### config.mk
export PLATFORM = sky130hd
export DESIGN_NAME = deflate_fixed_huffman_run_encoder
export DESIGN_NICKNAME = d
export VERILOG_FILES = /design/src/rtl/dfhre_pkg.sv /design/src/rtl/deflate_fixed_huffman_run_encoder.sv /design/src/rtl/dfhre_adler.sv /design/src/rtl/dfhre_encode.sv /design/src/rtl/dfhre_emit.sv
export SDC_FILE = /design/constraint.sdc
export NUM_CORES = 1
export LEC_CHECK = 0
export BUFFER_PORTS_ARGS = -buffer_cell sky130_fd_sc_hd__buf_2
export CORE_MARGIN = 2
export CORE_UTILIZATION = 47
export CTS_CLUSTER_DIAMETER = 200
export DETAILED_ROUTE_END_ITERATION = 8
export HOLD_SLACK_MARGIN = 0.15
export SYNTH_ARGS = -nofsm -noshare
export SYNTH_HDL_FRONTEND = slang
export SYNTH_SLANG_ARGS = --single-unit
### constraint.sdc
create_clock -name clock -period 18.4 [get_ports clock]
set_input_delay 0 -clock clock [delete_from_list [all_inputs] [get_ports clock]]
set_output_delay 0 -clock clock [all_outputs]
set_load 0.01 [all_outputs]
### src/rtl/dfhre_pkg.sv
// Shared types and constants for the deflate fixed-Huffman run encoder.
package dfhre_pkg;

   localparam int COLUMN_BITS_DEFAULT = 16;
   localparam int MAX_BYTES           = 4;
   localparam int REQ_TDATA_W         = 24;
   localparam int RSP_TDATA_W         = 40;

   localparam logic [15:0] ROW_WIDTH_RESET = 16'd1;
   localparam logic [16:0] ADLER_MOD       = 17'd65521;
   localparam logic [31:0] ADLER_RESET     = 32'd1;

   typedef enum logic [1:0] {
      OP_PIXEL = 2'd0,
      OP_START = 2'd1,
      OP_PAD   = 2'd2
   } opcode_type;

   typedef struct packed {
      logic [15:0] column;
      logic [7:0]  pixel;
      opcode_type  opcode;
   } item_type;

   typedef struct packed {
      logic [MAX_BYTES-1:0][7:0] bytes;
      logic [2:0]                count;
      logic [31:0]               adler;
   } bundle_type;

endpackage

### src/rtl/deflate_fixed_huffman_run_encoder.sv
// Top level of the deflate fixed-Huffman run encoder with running Adler-32.
// Items enter an input register, are encoded combinationally against the run,
// bit-packing and Adler state, and land in a result register that sends one
// byte per transfer. An item that yields zero or one byte needs one transfer, so
// such items stream at one per cycle while rsp_tready stays high; an item that
// closes a run and yields k bytes (up to four) holds the result port for k
// transfers. row_width resets to 1; the user must write it only while the
// block is idle, and the block itself does not enforce this.
module deflate_fixed_huffman_run_encoder #(
   parameter int COLUMN_BITS = dfhre_pkg::COLUMN_BITS_DEFAULT
) (
   input  logic                               clock,
   input  logic                               reset,
   input  logic                               req_tvalid,
   output logic                               req_tready,
   // pixel[7:0], column[23:8]
   input  logic [dfhre_pkg::REQ_TDATA_W-1:0]  req_tdata,
   // opcode[1:0]
   input  logic [1:0]                         req_tuser,
   output logic                               rsp_tvalid,
   input  logic                               rsp_tready,
   // out_byte[7:0], adler[39:8]
   output logic [dfhre_pkg::RSP_TDATA_W-1:0]  rsp_tdata,
   // byte_valid[0]
   output logic                               rsp_tuser,
   output logic                               rsp_tlast,
   input  logic                               csr_valid,
   output logic                               csr_ready,
   input  logic [15:0]                        csr_data
);

   logic                  in_valid_ff, in_valid_in;
   dfhre_pkg::item_type   in_item_ff, in_item_in;
   logic [15:0]           row_width_ff;
   logic                  emit_free;
   logic                  fire;
   logic                  adler_en;
   logic [31:0]           adler_next;
   dfhre_pkg::bundle_type bundle;

   assign csr_ready  = 1'b1;
   assign fire       = in_valid_ff && emit_free;
   assign req_tready = !in_valid_ff || emit_free;
   assign adler_en   = fire && ((in_item_ff.opcode == dfhre_pkg::OP_PIXEL) ||
                                (in_item_ff.opcode == dfhre_pkg::OP_START));

   always_comb begin
      in_valid_in = in_valid_ff;
      in_item_in  = in_item_ff;
      if (req_tvalid && req_tready) begin
         in_valid_in       = 1'b1;
         in_item_in.column = req_tdata[23:8];
         in_item_in.pixel  = req_tdata[7:0];
         in_item_in.opcode = dfhre_pkg::opcode_type'(req_tuser);
      end else if (fire) begin
         in_valid_in = 1'b0;
      end
   end

   always_ff @(posedge clock) begin
      if (reset) begin
         in_valid_ff  <= 1'b0;
         row_width_ff <= dfhre_pkg::ROW_WIDTH_RESET;
      end else begin
         in_valid_ff <= in_valid_in;
         if (csr_valid && csr_ready) begin
            row_width_ff <= csr_data;
         end
      end
   end

   always_ff @(posedge clock) begin
      in_item_ff <= in_item_in;
   end

   dfhre_adler u_adler (
      .clock     (clock),
      .reset     (reset),
      .upd_en    (adler_en),
      .upd_byte  (in_item_ff.pixel),
      .adler_out (adler_next)
   );

   dfhre_encode #(
      .COLUMN_BITS (COLUMN_BITS)
   ) u_encode (
      .clock     (clock),
      .reset     (reset),
      .fire      (fire),
      .item      (in_item_ff),
      .row_width (row_width_ff),
      .adler     (adler_next),
      .bundle    (bundle)
   );

   dfhre_emit u_emit (
      .clock      (clock),
      .reset      (reset),
      .load       (fire),
      .bundle_in  (bundle),
      .free       (emit_free),
      .rsp_tvalid (rsp_tvalid),
      .rsp_tready (rsp_tready),
      .rsp_tdata  (rsp_tdata),
      .rsp_tuser  (rsp_tuser),
      .rsp_tlast  (rsp_tlast)
   );

   a_empty_is_last: assert property (@(posedge clock) disable iff (reset)
      rsp_tvalid && !rsp_tuser |-> rsp_tlast)
      else $error("result without byte is not the last of its item");

   a_held_item: assert property (@(posedge clock) disable iff (reset)
      in_valid_ff && !fire |=> in_valid_ff && $stable(in_item_ff))
      else $error("waiting input item lost or changed");

   a_byte_count: assert property (@(posedge clock) disable iff (reset)
      fire |-> bundle.count <= 3'd4)
      else $error("more than four bytes from one item");

   a_pad_one_byte: assert property (@(posedge clock) disable iff (reset)
      fire && (in_item_ff.opcode == dfhre_pkg::OP_PAD) |-> bundle.count <= 3'd1)
      else $error("pad produced more than one byte");

endmodule

### src/rtl/dfhre_adler.sv
// Running Adler-32 register with single-byte modular update.
module dfhre_adler (
   input  logic        clock,
   input  logic        reset,
   input  logic        upd_en,
   input  logic [7:0]  upd_byte,
   output logic [31:0] adler_out
);

   logic [31:0] adler_ff;
   logic [31:0] adler_in;
   logic [16:0] s1_sum;
   logic [15:0] s1_red;
   logic [16:0] s2_sum;
   logic [15:0] s2_red;

   always_comb begin
      s1_sum = 17'(adler_ff[15:0]) + 17'(upd_byte);
      s1_red = (s1_sum >= dfhre_pkg::ADLER_MOD) ? 16'(s1_sum - dfhre_pkg::ADLER_MOD)
                                                : s1_sum[15:0];
      s2_sum = 17'(adler_ff[31:16]) + 17'(s1_red);
      s2_red = (s2_sum >= dfhre_pkg::ADLER_MOD) ? 16'(s2_sum - dfhre_pkg::ADLER_MOD)
                                                : s2_sum[15:0];
      adler_in = upd_en ? {s2_red, s1_red} : adler_ff;
   end

   assign adler_out = adler_in;

   always_ff @(posedge clock) begin
      if (reset) begin
         adler_ff <= dfhre_pkg::ADLER_RESET;
      end else begin
         adler_ff <= adler_in;
      end
   end

endmodule

### src/rtl/dfhre_encode.sv
// Run tracking, fixed-Huffman code generation and LSB-first bit packing.
module dfhre_encode #(
   parameter int COLUMN_BITS = dfhre_pkg::COLUMN_BITS_DEFAULT
) (
   input  logic                   clock,
   input  logic                   reset,
   input  logic                   fire,
   input  dfhre_pkg::item_type    item,
   input  logic [15:0]            row_width,
   input  logic [31:0]            adler,
   output dfhre_pkg::bundle_type  bundle
);

   localparam logic [31:0] ColMask = 32'((64'd1 << COLUMN_BITS) - 64'd1);

   // pending bits, first bit in bit 0, bits above the count kept zero
   logic [6:0] acc_ff, acc_in;
   logic [2:0] cnt_ff, cnt_in;
   logic [8:0] run_value_ff, run_value_in;
   logic [8:0] run_repeats_ff, run_repeats_in;

   logic [12:0] lit_pix, lit_run;
   logic [17:0] part_a;
   logic [4:0]  len_a;
   logic [26:0] stream;
   logic [4:0]  stream_len;
   logic [33:0] total;
   logic [5:0]  sum_bits;
   logic        close;
   logic [31:0] col_m, last_m;

   function automatic logic [8:0] rev_code(input logic [8:0] code, input logic [3:0] n);
      logic [8:0] r;
      for (int i = 0; i < 9; i++) begin
         r[i] = code[8-i];
      end
      return r >> (4'd9 - n);
   endfunction

   // returns {length, bits in stream order}
   function automatic logic [12:0] lit_bits(input logic [7:0] b);
      logic [8:0] code;
      logic [3:0] n;
      if (b < 8'd144) begin
         code = 9'd48 + 9'(b);
         n    = 4'd8;
      end else begin
         code = 9'd400 + 9'(b - 8'd144);
         n    = 4'd9;
      end
      return {n, rev_code(code, n)};
   endfunction

   logic [17:0] len_stream;
   logic [4:0]  len_stream_n;

   always_comb begin
      lit_pix = lit_bits(item.pixel);
      lit_run = lit_bits(run_value_ff[7:0]);
      col_m   = 32'(item.column) & ColMask;
      last_m  = (32'(row_width) - 32'd1) & ColMask;
      close   = (9'(item.pixel) != run_value_ff) || (run_repeats_ff > 9'd256) ||
                (col_m == last_m);

      len_stream   = '0;
      len_stream_n = '0;
      // length symbol, extra bits and the five-bit distance code zero
      begin : length_part
         logic [8:0]  sym;
         logic [2:0]  xn;
         logic [8:0]  code;
         logic [3:0]  n;
         sym = '0;
         xn  = '0;
         if (run_repeats_ff < 9'd11) begin
            sym = 9'd254 + run_repeats_ff;
         end else if (run_repeats_ff < 9'd19) begin
            sym = 9'd265 + ((run_repeats_ff - 9'd11) >> 1);
            xn  = 3'd1;
         end else if (run_repeats_ff < 9'd35) begin
            sym = 9'd269 + ((run_repeats_ff - 9'd19) >> 2);
            xn  = 3'd2;
         end else if (run_repeats_ff < 9'd67) begin
            sym = 9'd273 + ((run_repeats_ff - 9'd35) >> 3);
            xn  = 3'd3;
         end else if (run_repeats_ff < 9'd131) begin
            sym = 9'd277 + ((run_repeats_ff - 9'd67) >> 4);
            xn  = 3'd4;
         end else begin
            sym = 9'd281 + ((run_repeats_ff - 9'd131) >> 5);
            xn  = 3'd5;
         end
         if (sym < 9'd280) begin
            code = sym - 9'd256;
            n    = 4'd7;
         end else begin
            code = 9'd192 + (sym - 9'd280);
            n    = 4'd8;
         end
         len_stream = 18'(rev_code(code, n)) |
                      (18'(5'(run_repeats_ff - 9'd3) & 5'((6'd1 << xn) - 6'd1)) << n);
         len_stream_n = 5'(n) + 5'(xn) + 5'd5;
      end

      if (run_repeats_ff > 9'd2) begin
         part_a = len_stream;
         len_a  = len_stream_n;
      end else if (run_repeats_ff == 9'd2) begin
         part_a = 18'(lit_run[8:0]) | (18'(lit_run[8:0]) << lit_run[12:9]);
         len_a  = 5'(lit_run[12:9]) + 5'(lit_run[12:9]);
      end else if (run_repeats_ff == 9'd1) begin
         part_a = 18'(lit_run[8:0]);
         len_a  = 5'(lit_run[12:9]);
      end else begin
         part_a = '0;
         len_a  = '0;
      end
   end

   always_comb begin
      stream         = '0;
      stream_len     = '0;
      run_value_in   = run_value_ff;
      run_repeats_in = run_repeats_ff;
      unique case (item.opcode)
         dfhre_pkg::OP_START: begin
            stream         = 27'(lit_pix[8:0]);
            stream_len     = 5'(lit_pix[12:9]);
            run_value_in   = 9'd256;
            run_repeats_in = '0;
         end
         dfhre_pkg::OP_PIXEL: begin
            if (close) begin
               stream         = 27'(part_a) | (27'(lit_pix[8:0]) << len_a);
               stream_len     = len_a + 5'(lit_pix[12:9]);
               run_value_in   = 9'(item.pixel);
               run_repeats_in = '0;
            end else begin
               run_repeats_in = run_repeats_ff + 9'd1;
            end
         end
         default: begin
         end
      endcase

      total    = 34'(acc_ff) | (34'(stream) << cnt_ff);
      sum_bits = 6'(cnt_ff) + 6'(stream_len);

      bundle.adler = adler;
      bundle.bytes = total[31:0];
      bundle.count = sum_bits[5:3];
      acc_in       = 7'(total >> {sum_bits[5:3], 3'b000});
      cnt_in       = sum_bits[2:0];

      if (item.opcode == dfhre_pkg::OP_PAD) begin
         bundle.bytes = 32'(acc_ff);
         bundle.count = (cnt_ff != 3'd0) ? 3'd1 : 3'd0;
         acc_in       = '0;
         cnt_in       = '0;
      end
   end

   always_ff @(posedge clock) begin
      if (reset) begin
         acc_ff         <= '0;
         cnt_ff         <= '0;
         run_value_ff   <= 9'd256;
         run_repeats_ff <= '0;
      end else if (fire) begin
         acc_ff         <= acc_in;
         cnt_ff         <= cnt_in;
         run_value_ff   <= run_value_in;
         run_repeats_ff <= run_repeats_in;
      end
   end

endmodule

### src/rtl/dfhre_emit.sv
// Result register that sends the bytes of one encoded item, one per transfer.
module dfhre_emit (
   input  logic                                clock,
   input  logic                                reset,
   input  logic                                load,
   input  dfhre_pkg::bundle_type               bundle_in,
   output logic                                free,
   output logic                                rsp_tvalid,
   input  logic                                rsp_tready,
   output logic [dfhre_pkg::RSP_TDATA_W-1:0]   rsp_tdata,
   output logic                                rsp_tuser,
   output logic                                rsp_tlast
);

   logic                   valid_ff, valid_in;
   dfhre_pkg::bundle_type  bundle_ff, bundle_in_sel;
   logic [1:0]             idx_ff, idx_in;
   logic                   last_item;
   logic                   byte_valid;
   logic [7:0]             out_byte;
   logic                   xfer;

   always_comb begin
      last_item  = bundle_ff.count <= (3'({1'b0, idx_ff}) + 3'd1);
      byte_valid = {1'b0, idx_ff} < bundle_ff.count;
      out_byte   = byte_valid ? bundle_ff.bytes[idx_ff] : 8'd0;
      xfer       = valid_ff && rsp_tready;
      free       = !valid_ff || (xfer && last_item);

      valid_in      = valid_ff;
      idx_in        = idx_ff;
      bundle_in_sel = bundle_ff;
      if (load) begin
         valid_in      = 1'b1;
         idx_in        = '0;
         bundle_in_sel = bundle_in;
      end else if (xfer && last_item) begin
         valid_in = 1'b0;
      end else if (xfer) begin
         idx_in = idx_ff + 2'd1;
      end
   end

   assign rsp_tvalid = valid_ff;
   assign rsp_tlast  = last_item;
   assign rsp_tuser  = byte_valid;
   assign rsp_tdata  = {bundle_ff.adler, out_byte};

   always_ff @(posedge clock) begin
      if (reset) begin
         valid_ff <= 1'b0;
         idx_ff   <= '0;
      end else begin
         valid_ff <= valid_in;
         idx_ff   <= idx_in;
      end
   end

   always_ff @(posedge clock) begin
      bundle_ff <= bundle_in_sel;
   end

endmodule

==> metrics <==
final-layout fill cell count 2932; HPWL after DPL 36.6 mm; starting density of the core 47.9%; count leader, synth nand2_1; Post-Syn Area 15200 um2; Pleak 6.48 nW; WL final 49.9 mm; Critical-path top delay cell a2111oi_0; clock-pin slew on the worst setup and hold paths 0.07 ns; Hold Crit Depth 2; gr ovfl total 0; vias per cell 6.40; Port Buf Inserts 90; IO Pins 92; initial antenna violation count 0; Routability Congestion 0.955; Die Wd 184 um; drt first pass iters 6; worst-skew pair later-pin latency 0.46 ns; Die ar. 33700 um2; RSZ-0062 raised after global routing false; share of cells above drive strength 1 11.0%; CP Class register to register; Core Box Area 31600 um2; RR Startpoint u_encode.run_repeats_ff[2]; count of final setup violators 0; clock sink total 173; fin crit share 59.6%; routed len/inst 21.3 um; Net Count, Synth 1973; CTS tree built; Main synth FF type edfxtp_1; vias in the first global route 14200; max cap viols 0; CP endpoint kind register; Mean Syn Cell Area 8.14 um2; number of synthesized flops with an enable pin 93; HP Class input pin to register; min Tclk post-route 10.97 ns; Post-route DRC 0; clk_skew 0.0123 ns; Die H 184 um; cells after synthesis 1863; Worst EP arrival 11.32 ns; status finished, final reports clean; Via Count 15000; ant diodes 0; crit-path max FO 21; Synth Warn # 0; H-tree levels 4; cell taking the most area after synthesis edfxtp_1; Final Core Density 53.3%; Layout Nets 2033; Antenna Violating Nets Remaining 0; Critical Path RT 18.75 ns; CP most frequent cell ha_1; Worst Max-Slew Pin Slew 1.27 ns; final setup TNS 0 ns; Synth cell types 97; Pwr Density 60.2 nW/um2; hold_ws 0.254 ns; instance count on the critical path 35; area growth from synthesis to layout 11.3%; final number of max-transition violations 0; Hold Fails Final Rpt 0; worst-case clock buffer depth 2; startpoint types register; worst hold path startpoint req_tdata[21]; maximum vdd ir drop 0.107 mV; post-synth top area share 18.4%; GRT Total Usage 29.9%; Post-synth ARST share 0%; Iter 0 DRT Violations 1304; reg2reg path depth 35; sequential area share after synthesis 29.0%; Rows 65; CP max stage delay 1.14 ns; Buf/Inv on CP 5; postcts setup bufs 0; Rel. slew slack 13.4%; root buffer cell clkbuf_16; Max Freq 91.2 MHz; largest net degree at the start of global routing 70; kind of cell adding the most delay to the critical path compound AO/OA/AOI/OAI gates; FF+latch count, synth 173; most frequent cells after synthesis nand2_1, nor2_1, a21oi_1; first-pass GRT wire length 79.1 mm; Synth area leaders edfxtp_1, dfxtp_1, ha_1; cts bufs inserted 17; CP Launch Point u_encode.run_repeats_ff[2]
## state kept, by name, summed over array words and instances (netlist names)
register and flops:
in_item_ff 26, in_valid_ff 1, row_width_ff 16, u_adler.adler_ff 32, u_emit.bundle_ff 35, u_emit.idx_ff 2, u_emit.rsp_tdata 32, u_emit.rsp_tvalid 1
u_encode.acc_ff 7, u_encode.cnt_ff 3, u_encode.run_repeats_ff 9, u_encode.run_value_ff 9
## path summary, 6_finish.rpt
| check | to | slack (ns) |
|---|---|---|
| worst max register to register | u_encode.acc_ff[4] | 7.43 |
| worst max-delay path | u_encode.acc_ff[4] | 7.43 |
| worst min register to register | u_encode.acc_ff[2] | 0.46 |
| worst min-delay path | in_item_ff[23] | 0.25 |
## layout make-up
| class | count | area, um2 | share of cell area, % |
|---|---|---|---|
| Clock buffer | 18 | 439 | 2.60 |
| Inverter | 72 | 272 | 1.61 |
| Multi-Input combinational cell | 1476 | 9840 | 58.3 |
| Clock inverter | 14 | 119 | 0.704 |
| Sequential cell | 173 | 4390 | 26.0 |
| Timing Repair Buffer | 183 | 1310 | 7.77 |
| Tap cell | 402 | 503 | 2.98 |
## power by group
| part | switching [mW] | internal [mW] |
|---|---|---|
| registers | 0.0163 | 0.428 |
| clock network | 0.160 | 0.189 |
| logic | 0.135 | 0.0882 |
## layout by cell type, fill, tap and decap left out, types with 25 or more instances in the layout
cell type and instances:
buf_2 90, o211ai_1 28, nor3_1 62, ha_1 58, nand3_1 64, dlygate4sd3_1 65
nand2_1 169, a21oi_1 129, a211oi_1 45, dfxtp_1 80, o21a_1 26, buf_4 28
and2_1 42, nor2b_1 27, edfxtp_1 93, xnor2_1 60, nor2_1 167, and3_1 25
xor2_1 26, inv_1 66, mux2i_1 40, o21ai_0 83
## what timing repair did
action,CTS,global route
hold endpoints to repair,55,0
hold buffers,65,0
setup endpoints to repair,0,0
gates resized for setup,0,0
## cell families after synthesis
group	after synthesis	share of synthesized area [%]
AND/OR/NAND/NOR	701	23.1
AO/OA/AOI/OAI	563	25.9
buffers and inverters	214	6.35
flip-flops	173	29.0
XOR/XNOR	86	4.97
adder cells (fa/ha/maj)	63	5.45
multiplexers	62	5.24
other	1	0.0247
## stage by stage
| step | std cells | power, mW | worst slack [ns] | area, um2 |
|---|---|---|---|---|
| after floorplan | 1863 | 0.601 | 9.75 | 15200 |
| after global placement | 2241 | 0.658 | 8.00 | 15700 |
| after detailed placement | 2241 | 0.659 | 7.72 | 15700 |
| after CTS | 2338 | 1.02 | 7.67 | 16900 |
| after global routing | 2338 | 1.06 | 6.60 | 16900 |
| final | 2338 | 1.02 | 7.43 | 16900 |
## metal layers
| layer | GRT usage (%) | share of wire (%) | vias up |
|---|---|---|---|
| li1 | - | - | 7089 |
| met5 | 0 | 0 | - |
| met3 | 3.57 | 5.3 | 122 |
| met4 | 13.5 | 4.2 | 0 |
| met1 | 38.6 | 43 | 7151 |
| met2 | 50.3 | 47 | 592 |
(Power assumes the default switching activity.)
